--- src/sv/multichannel_olympic_average_core_assert.svh ---
// ----------------------------------------------------------------------------
// Assertion macros for the trimmed-mean filter core
// Shared wrappers around concurrent assertions, clocked on
// clk_i and disabled while rst_ni is low.
// ----------------------------------------------------------------------------
`ifndef MULTICHANNEL_OLYMPIC_AVERAGE_CORE_ASSERT_SVH
`define MULTICHANNEL_OLYMPIC_AVERAGE_CORE_ASSERT_SVH

// Antecedent implies consequent in the same cycle
`define MOAC_ASSERT_SAME(lbl, ante, cons, msg) \
  lbl: assert property (@(posedge clk_i) disable iff (!rst_ni) (ante) |-> (cons)) \
    else $error(msg);

// Antecedent implies consequent in the next cycle
`define MOAC_ASSERT_NEXT(lbl, ante, cons, msg) \
  lbl: assert property (@(posedge clk_i) disable iff (!rst_ni) (ante) |=> (cons)) \
    else $error(msg);

`endif

--- src/sv/moac_pkg.sv ---
// ----------------------------------------------------------------------------
// moac_pkg
// Types and constants of the multichannel trimmed-mean filter core.
// ----------------------------------------------------------------------------
`default_nettype none

package moac_pkg;

  // Default sizing
  localparam int CHANNELS_DEF  = 3;
  localparam int WINDOW_DEF    = 10;
  localparam int AVG_SHIFT_DEF = 3;

  // Fixed field widths
  localparam int SAMPLE_W = 12;
  localparam int MV_W     = 13;
  localparam int CH_OUT_W = 3;

  localparam logic [SAMPLE_W-1:0] SAMPLE_MAX = 12'hFFF;
  localparam logic [MV_W-1:0]     FS_RESET   = 13'd3300;

  // Millivolt scaling: x / 4095 as (x * RECIP_4095) >> RECIP_SHIFT, plus one fixup
  localparam int                  FULL_CODE   = 4095;
  localparam int                  PROD_W      = SAMPLE_W + MV_W;   // avg * full scale
  localparam int                  RECIP_SHIFT = 36;
  localparam int                  QUO_W       = 2 * PROD_W - RECIP_SHIFT;
  localparam logic [PROD_W-1:0]   RECIP_4095  = 25'd16781313;     // floor(2^36 / 4095)

  // Sequencer states
  typedef enum logic [2:0] {
    ST_CLEAR,
    ST_IDLE,
    ST_SUM,
    ST_TRIM,
    ST_MUL,
    ST_RECIP,
    ST_FIX,
    ST_DONE
  } state_e;

endpackage

`default_nettype wire

--- src/sv/multichannel_olympic_average_core.sv ---
// ----------------------------------------------------------------------------
// multichannel_olympic_average_core
// Round-robin trimmed-mean (drop min and max) filter with millivolt scaling.
// ----------------------------------------------------------------------------
// Each accepted raw_sample belongs to the channel whose turn it is (channel 0
// first, then round-robin). The sample goes into that channel's ring of
// WINDOW entries, one slot past the previous write. The ring is then walked
// through a history memory with one write and one registered read port,
// one entry per cycle, by one shared adder and min/max compare; the trimmed
// sum is shifted right by AVG_SHIFT (saturating at 4095) and scaled to
// millivolts as avg * full_scale_mv / 4095, truncated. One item occupies the
// core through the accept cycle, a walk of the ring (one read per entry, then
// the read latency and the final check), then trim, multiply, reciprocal,
// fixup and hand-off; in_ready_o is low meanwhile. A finished result sits in
// an output register, so the next item is taken while it waits. After reset
// a clearing pass zeroes all CHANNELS * WINDOW history entries; no item is
// taken during it, configuration writes are. The user must write
// full_scale_mv only while idle; the core itself does not enforce it.
// ----------------------------------------------------------------------------
`default_nettype none

`include "multichannel_olympic_average_core_assert.svh"

module multichannel_olympic_average_core #(
  parameter int CHANNELS  = moac_pkg::CHANNELS_DEF,
  parameter int WINDOW    = moac_pkg::WINDOW_DEF,
  parameter int AVG_SHIFT = moac_pkg::AVG_SHIFT_DEF
) (
  input  wire logic                          clk_i,
  input  wire logic                          rst_ni,
  // Configuration write
  input  wire logic                          cfg_valid_i,
  output      logic                          cfg_ready_o,
  input  wire logic [moac_pkg::MV_W-1:0]     full_scale_mv_i,
  // Sample input
  input  wire logic                          in_valid_i,
  output      logic                          in_ready_o,
  input  wire logic [moac_pkg::SAMPLE_W-1:0] raw_sample_i,
  // Result output
  output      logic                          out_valid_o,
  input  wire logic                          out_ready_i,
  output      logic [moac_pkg::CH_OUT_W-1:0] channel_o,
  output      logic [moac_pkg::SAMPLE_W-1:0] average_o,
  output      logic [moac_pkg::MV_W-1:0]     millivolts_o
);

  localparam int DEPTH  = CHANNELS * WINDOW;
  localparam int ADDR_W = $clog2(DEPTH);
  localparam int SLOT_W = $clog2(WINDOW);
  localparam int CH_W   = (CHANNELS > 1) ? $clog2(CHANNELS) : 1;
  localparam int CNT_W  = $clog2(WINDOW + 1);
  localparam int SUM_W  = moac_pkg::SAMPLE_W + $clog2(WINDOW);
  localparam int SW     = moac_pkg::SAMPLE_W;
  localparam int PW     = moac_pkg::PROD_W;
  localparam int QW     = moac_pkg::QUO_W;

  // --------------------------------------------------------------------------
  // State and datapath registers
  // --------------------------------------------------------------------------
  moac_pkg::state_e state_q, state_d;

  logic [ADDR_W-1:0]         clr_q, clr_d;
  logic [CH_W-1:0]           turn_q, turn_d;
  logic [ADDR_W-1:0]         base_q, base_d;
  logic [SLOT_W-1:0]         wslot_q [CHANNELS];
  logic                      wslot_we;
  logic [SLOT_W-1:0]         slot_nxt;
  logic [SLOT_W:0]           slot_inc;
  logic [CNT_W-1:0]          cnt_q, cnt_d;
  logic                      rd_vld_q, rd_vld_d;
  logic [SUM_W-1:0]          sum_q, sum_d;
  logic [SW-1:0]             lo_q, lo_d;
  logic [SW-1:0]             hi_q, hi_d;
  logic [SW-1:0]             avg_q, avg_d;
  logic [PW-1:0]             prod_q, prod_d;
  logic [2*PW-1:0]           rec_q, rec_d;
  logic [moac_pkg::MV_W-1:0] mv_q, mv_d;
  logic [moac_pkg::MV_W-1:0] fs_q;

  logic                          out_valid_q, out_valid_d;
  logic [moac_pkg::CH_OUT_W-1:0] out_ch_q, out_ch_d;
  logic [SW-1:0]                 out_avg_q, out_avg_d;
  logic [moac_pkg::MV_W-1:0]     out_mv_q, out_mv_d;

  // History memory ports
  logic              wr_en;
  logic [ADDR_W-1:0] wr_addr;
  logic [SW-1:0]     wr_data;
  logic [ADDR_W-1:0] rd_addr;
  logic [SW-1:0]     rd_data_q;
  logic [SW-1:0]     hist_mem [DEPTH];

  // Datapath helpers
  logic [SUM_W-1:0] trimmed;
  logic [SUM_W-1:0] shifted;
  logic [QW-1:0]    quo;
  logic [PW:0]      quo_x;
  logic [PW:0]      rem;

  // --------------------------------------------------------------------------
  // Next write slot of the current channel
  // --------------------------------------------------------------------------
  assign slot_inc = {1'b0, wslot_q[turn_q]} + (SLOT_W+1)'(1);
  assign slot_nxt = (slot_inc >= (SLOT_W+1)'(WINDOW)) ? '0 : slot_inc[SLOT_W-1:0];

  // --------------------------------------------------------------------------
  // Trim, shift and saturate
  // --------------------------------------------------------------------------
  assign trimmed = sum_q - SUM_W'(lo_q) - SUM_W'(hi_q);
  assign shifted = trimmed >> AVG_SHIFT;

  // --------------------------------------------------------------------------
  // Reciprocal fixup: quotient may be one short
  // --------------------------------------------------------------------------
  assign quo   = rec_q[moac_pkg::RECIP_SHIFT +: QW];
  assign quo_x = (PW+1)'({quo, 12'b0}) - (PW+1)'(quo);
  assign rem   = (PW+1)'(prod_q) - quo_x;

  // --------------------------------------------------------------------------
  // Sequencer
  // --------------------------------------------------------------------------
  always_comb begin
    state_d     = state_q;
    clr_d       = clr_q;
    turn_d      = turn_q;
    base_d      = base_q;
    cnt_d       = cnt_q;
    rd_vld_d    = 1'b0;
    sum_d       = sum_q;
    lo_d        = lo_q;
    hi_d        = hi_q;
    avg_d       = avg_q;
    prod_d      = prod_q;
    rec_d       = rec_q;
    mv_d        = mv_q;
    out_valid_d = out_valid_q & ~out_ready_i;
    out_ch_d    = out_ch_q;
    out_avg_d   = out_avg_q;
    out_mv_d    = out_mv_q;
    in_ready_o  = 1'b0;
    wslot_we    = 1'b0;
    wr_en       = 1'b0;
    wr_addr     = base_q + ADDR_W'(slot_nxt);
    wr_data     = raw_sample_i;
    rd_addr     = base_q + ADDR_W'(cnt_q);

    case (state_q)
      // Zero the history after reset
      moac_pkg::ST_CLEAR: begin
        wr_en   = 1'b1;
        wr_addr = clr_q;
        wr_data = '0;
        clr_d   = clr_q + ADDR_W'(1);
        if (clr_q == ADDR_W'(DEPTH - 1)) begin
          state_d = moac_pkg::ST_IDLE;
        end
      end
      // Take a sample, store it in the next slot
      moac_pkg::ST_IDLE: begin
        in_ready_o = 1'b1;
        if (in_valid_i) begin
          wr_en    = 1'b1;
          wslot_we = 1'b1;
          cnt_d    = '0;
          sum_d    = '0;
          lo_d     = moac_pkg::SAMPLE_MAX;
          hi_d     = '0;
          state_d  = moac_pkg::ST_SUM;
        end
      end
      // Walk the ring: issue one read, accumulate the previous one
      moac_pkg::ST_SUM: begin
        if (cnt_q != CNT_W'(WINDOW)) begin
          rd_vld_d = 1'b1;
          cnt_d    = cnt_q + CNT_W'(1);
        end
        if (rd_vld_q) begin
          sum_d = sum_q + SUM_W'(rd_data_q);
          if (rd_data_q < lo_q) begin
            lo_d = rd_data_q;
          end
          if (rd_data_q > hi_q) begin
            hi_d = rd_data_q;
          end
        end else if (cnt_q == CNT_W'(WINDOW)) begin
          state_d = moac_pkg::ST_TRIM;
        end
      end
      moac_pkg::ST_TRIM: begin
        avg_d   = (shifted > SUM_W'(moac_pkg::SAMPLE_MAX)) ? moac_pkg::SAMPLE_MAX
                                                           : shifted[SW-1:0];
        state_d = moac_pkg::ST_MUL;
      end
      moac_pkg::ST_MUL: begin
        prod_d  = PW'(avg_q) * PW'(fs_q);
        state_d = moac_pkg::ST_RECIP;
      end
      moac_pkg::ST_RECIP: begin
        rec_d   = (2*PW)'(prod_q) * (2*PW)'(moac_pkg::RECIP_4095);
        state_d = moac_pkg::ST_FIX;
      end
      moac_pkg::ST_FIX: begin
        mv_d    = (rem >= (PW+1)'(moac_pkg::FULL_CODE)) ? moac_pkg::MV_W'(quo + QW'(1))
                                                        : moac_pkg::MV_W'(quo);
        state_d = moac_pkg::ST_DONE;
      end
      // Hand the item to the output register, advance the turn
      moac_pkg::ST_DONE: begin
        if (!out_valid_q || out_ready_i) begin
          out_valid_d = 1'b1;
          out_ch_d    = moac_pkg::CH_OUT_W'(turn_q);
          out_avg_d   = avg_q;
          out_mv_d    = mv_q;
          state_d     = moac_pkg::ST_IDLE;
          if (turn_q >= CH_W'(CHANNELS - 1)) begin
            turn_d = '0;
            base_d = '0;
          end else begin
            turn_d = turn_q + CH_W'(1);
            base_d = base_q + ADDR_W'(WINDOW);
          end
        end
      end
      default: begin
        state_d = moac_pkg::ST_IDLE;
      end
    endcase
  end

  // --------------------------------------------------------------------------
  // Control registers
  // --------------------------------------------------------------------------
  always_ff @(posedge clk_i or negedge rst_ni) begin
    if (!rst_ni) begin
      state_q     <= moac_pkg::ST_CLEAR;
      clr_q       <= '0;
      turn_q      <= '0;
      base_q      <= '0;
      cnt_q       <= '0;
      rd_vld_q    <= 1'b0;
      out_valid_q <= 1'b0;
      fs_q        <= moac_pkg::FS_RESET;
    end else begin
      state_q     <= state_d;
      clr_q       <= clr_d;
      turn_q      <= turn_d;
      base_q      <= base_d;
      cnt_q       <= cnt_d;
      rd_vld_q    <= rd_vld_d;
      out_valid_q <= out_valid_d;
      if (cfg_valid_i) begin
        fs_q <= full_scale_mv_i;
      end
    end
  end

  // Per-channel write slots
  always_ff @(posedge clk_i or negedge rst_ni) begin
    if (!rst_ni) begin
      for (int c = 0; c < CHANNELS; c++) begin
        wslot_q[c] <= '0;
      end
    end else if (wslot_we) begin
      wslot_q[turn_q] <= slot_nxt;
    end
  end

  // --------------------------------------------------------------------------
  // Datapath registers
  // --------------------------------------------------------------------------
  always_ff @(posedge clk_i) begin
    sum_q     <= sum_d;
    lo_q      <= lo_d;
    hi_q      <= hi_d;
    avg_q     <= avg_d;
    prod_q    <= prod_d;
    rec_q     <= rec_d;
    mv_q      <= mv_d;
    out_ch_q  <= out_ch_d;
    out_avg_q <= out_avg_d;
    out_mv_q  <= out_mv_d;
  end

  // --------------------------------------------------------------------------
  // History memory: one write, one registered read
  // --------------------------------------------------------------------------
  always_ff @(posedge clk_i) begin
    if (wr_en) begin
      hist_mem[wr_addr] <= wr_data;
    end
    rd_data_q <= hist_mem[rd_addr];
  end

  // Ports
  assign cfg_ready_o  = 1'b1;
  assign out_valid_o  = out_valid_q;
  assign channel_o    = out_ch_q;
  assign average_o    = out_avg_q;
  assign millivolts_o = out_mv_q;

  // --------------------------------------------------------------------------
  // Assertions
  // --------------------------------------------------------------------------
  `MOAC_ASSERT_NEXT(a_busy_after_accept, in_valid_i && in_ready_o, !in_ready_o,
                    "ready right after accept")
  `MOAC_ASSERT_NEXT(a_done_holds,
                    (state_q == moac_pkg::ST_DONE) && out_valid_o && !out_ready_i,
                    state_q == moac_pkg::ST_DONE, "result overwrote a pending output")
  `MOAC_ASSERT_SAME(a_mv_bounded, out_valid_o, millivolts_o <= fs_q,
                    "millivolts above full scale")
  `MOAC_ASSERT_SAME(a_turn_range, 1'b1, turn_q <= CH_W'(CHANNELS - 1),
                    "turn out of range")
  `MOAC_ASSERT_SAME(a_fix_once, state_q == moac_pkg::ST_FIX,
                    rem < (PW+1)'(2 * moac_pkg::FULL_CODE),
                    "reciprocal off by more than one")

endmodule

`default_nettype wire
--- config.mk ---
export PLATFORM = sky130hd
export DESIGN_NAME = multichannel_olympic_average_core
export DESIGN_NICKNAME = d
export VERILOG_FILES = /design/src/sv/moac_pkg.sv /design/src/sv/multichannel_olympic_average_core.sv
export VERILOG_INCLUDE_DIRS = /design/src /design/src/sv
export SDC_FILE = /design/constraint.sdc
export NUM_CORES = 1
export LEC_CHECK = 0
export BUFFER_PORTS_ARGS = -buffer_cell sky130_fd_sc_hd__buf_2
export CAP_MARGIN = 20
export CORE_MARGIN = 4
export CORE_UTILIZATION = 45
export CTS_CLUSTER_SIZE = 12
export DETAILED_ROUTE_END_ITERATION = 8
export SYNTH_ARGS = -nofsm -noshare
export SYNTH_HDL_FRONTEND = slang
export SYNTH_SLANG_ARGS = --single-unit
--- constraint.sdc ---
create_clock -name clk_i -period 15.96 [get_ports clk_i]
set_clock_uncertainty 0.2 [all_clocks]
set_input_delay 0.798 -clock clk_i [delete_from_list [all_inputs] [get_ports clk_i]]
set_output_delay 0.798 -clock clk_i [all_outputs]
set_load 0.01 [all_outputs]
==> reports/metrics.yaml <==
outcome: "finished, final reports clean"
r2r_setup_slack_ns: 9.89
htree_num_levels: 2
clk_pin_slew_ns: 0.06
pin_count: 61
row_count: 97
ys_warn_count: 0
rsz0062_at_grt: "no"
startpoint: "avg_q[5]$_SDFFCE_PN1N_"
cts_buffer_depth: 3
synth.top_cell.area_share_pct: 46.28
grt_start_max_net_pins: 54
synth_edf_count: 491
drive_gt1_share_pct: 14.90
numCtsBuffers: 58
end_kind: "flip-flop"
routedWlPerCell_um: 20.36
grt_pass1_wl_um: 113200
cp.arrival_ns: 6.21
setup_viol: 0
die_h_um: 274.1
post-cts-setup-buffers: 0
post-route-drc-count: 0
grt-ovfl-total: 0
fin_crit_ns: 6.069
gp_congestion: 0.8476
vias: 18913
initial_core_util_pct: 45.41
ys_seq_elements: 548
drv_slew: 0
dr.pass1.iters: 6
hp-class: "input port to asynchronous set/reset pin"
cp-start-kind: "flip-flop"
clock_latency_ns: 0.65
synthesis.instances: 2417
synth_area_um2: 31860
cts_root_buffer: "clkbuf_16"
avgSynthCellArea_um2: 13.18
die_x_um: 274.1
antenna_found_initial: 1
grt_pass1_vias: 19783
synth_area_leaders: "edfxtp_1 46%, ha_1 9.7%, fa_1 8.4%"
max_cap_viol_count: 0
synth_most_common_cell: "edfxtp_1"
setup_tns_ns: 0
dp_hpwl_um: 50560
async_flop_share_pct: 8.212
synth_common_cells: "491 x edfxtp_1, 295 x inv_1, 247 x ha_1, 205 x nand2_1, 134 x fa_1"
ant_nets: 0
track_usage_pct: 19.33
dieArea_um2: 75110
final_nets: 2924
cp_data_required_time_ns: 16.10
cts_hold_buf: 0
numPortBuffers: 58
area_delta_synth_final_pct: 10.99
drt_iter0_drc: 1349
hold_viol: 0
crit_type: "flip-flop to flip-flop"
synth_ff_type: "edfxtp_1"
dp.cells: 3379
wirelength_um: 71230
via_per_inst: 5.407
ctsResizeCount: 0
numClockSinks: 548
core_area_um2: 70150
slew_headroom_pct: 28.71
layoutNonFillerInstCount: 3498
synth_top_area_cell: "edfxtp_1"
worstMarginPinSlew_ns: 1.069
reg2reg_from: "avg_q[5]$_SDFFCE_PN1N_"
max_freq_ghz: 0.1648
cp_max_fo: 14
min_period_over_period_pct: 38.02
synth.distinct_cells: 83
synth.yosys.seq_area_share_pct: 50.60
cts_tree: "yes"
## metrics by stage
stage	hold slack (ns)	utilization (%)	setup WS (ns)	cell area, µm²
detailed placement	0.2045	47.52	9.889	33330
floorplan	0.2003	-	10.20	31860
global placement	0.2039	47.39	9.952	33240
global route	0.1238	50.40	9.483	35360
finish	0.09768	50.40	9.891	35360
CTS	0.08053	50.06	9.850	35120
## cells by family after synthesis
family | after synthesis | synth area share [%]
and+or+nand+nor | 602 | 9.234
AOI/OAI and AO/OA | 267 | 5.648
xor gates and xnor gates | 81 | 2.227
buffers and inverters | 371 | 4.528
other | 2 | 0.02357
DFF | 548 | 50.60
adders and majority gates | 381 | 18.12
muxes | 165 | 9.623
## per-layer routing
metal / wire length (µm) / part of all wire (%) / track usage, %
met4: 1468 / 2.1 / 4.781
met1: 30460 / 43 / 25.81
met2: 36240 / 51 / 33.71
met5: 0 / 0 / 0
met3: 3049 / 4.3 / 2.511
## cell usage in the layout, fill, tap and decap left out, drive strengths merged, types with 8 or more instances in the layout
cell / count
edfxtp: 491
inv: 296
ha: 247
nand2: 206
fa: 134
nor2: 116
buf: 110
mux4: 108
and2: 89
clkbuf: 80
o21ai: 67
a21oi: 66
xnor2: 56
mux2: 50
dfrtp: 39
nor3: 35
nand2b: 31
a21o: 29
xor2: 25
nand3: 25
nand4: 24
clkinv: 23
nor2b: 20
and3: 18
dfxtp: 12
a211oi: 12
a31oi: 9
o2111ai: 8
## worst paths after layout
check,to,depth (start not counted)
max,prod_q[24]$_DFFE_PP_,18
min,wslot_q[9]$_DFFE_PN0P_,2
max reg2reg,prod_q[24]$_DFFE_PP_,18
min reg2reg,millivolts_o[12]$_DFFE_PP_,0
max in group asynchronous,cnt_q[0]$_DFFE_PN0P_,2
min in group clk_i,fs_q[6]$_DFFE_PN1P_,2
## layout make-up
cell class                 instances  area, µm²
fill                            6074      34790
sequential                       548      16120
multi-input combinational       1499      14340
clock buffer                      79       1582
tap                              940       1176
inverter                         295       1107
timing repair buffer             111      834.6
clock inverter                    25      200.2
antenna                            1      2.502
## state kept, by name (all words and copies together), names as in the netlist, 5 cells and up
name	flops
millivolts_o	13
fs_q	13
rec_q	14
wslot_q	12
average_o	12
clr_q	5
lo_q	12
avg_q	12
sum_q	16
prod_q	25
rd_data_q	12
hi_q	12
hist_mem	360
mv_q	13
## worst max-delay path, stage by stage, from the launching register on
cell       delay, ns
edfxtp_1        0.69
nand2_1         0.16
fa_1            0.56
inv_1           0.06
fa_1            0.42
fa_1            0.50
fa_1            0.49
inv_1           0.05
fa_1            0.53
inv_1           0.04
ha_1            0.34
nand2_1         0.09
a2bb2oi_1       0.19
a211oi_1        0.15
a41o_1          0.30
o41ai_1         0.36
o21ai_0         0.20
o41ai_1         0.34
xnor2_1         0.12
Power is not shown: default switching activity piles up to over one toggle a cycle in this logic, so the estimate is an artifact.
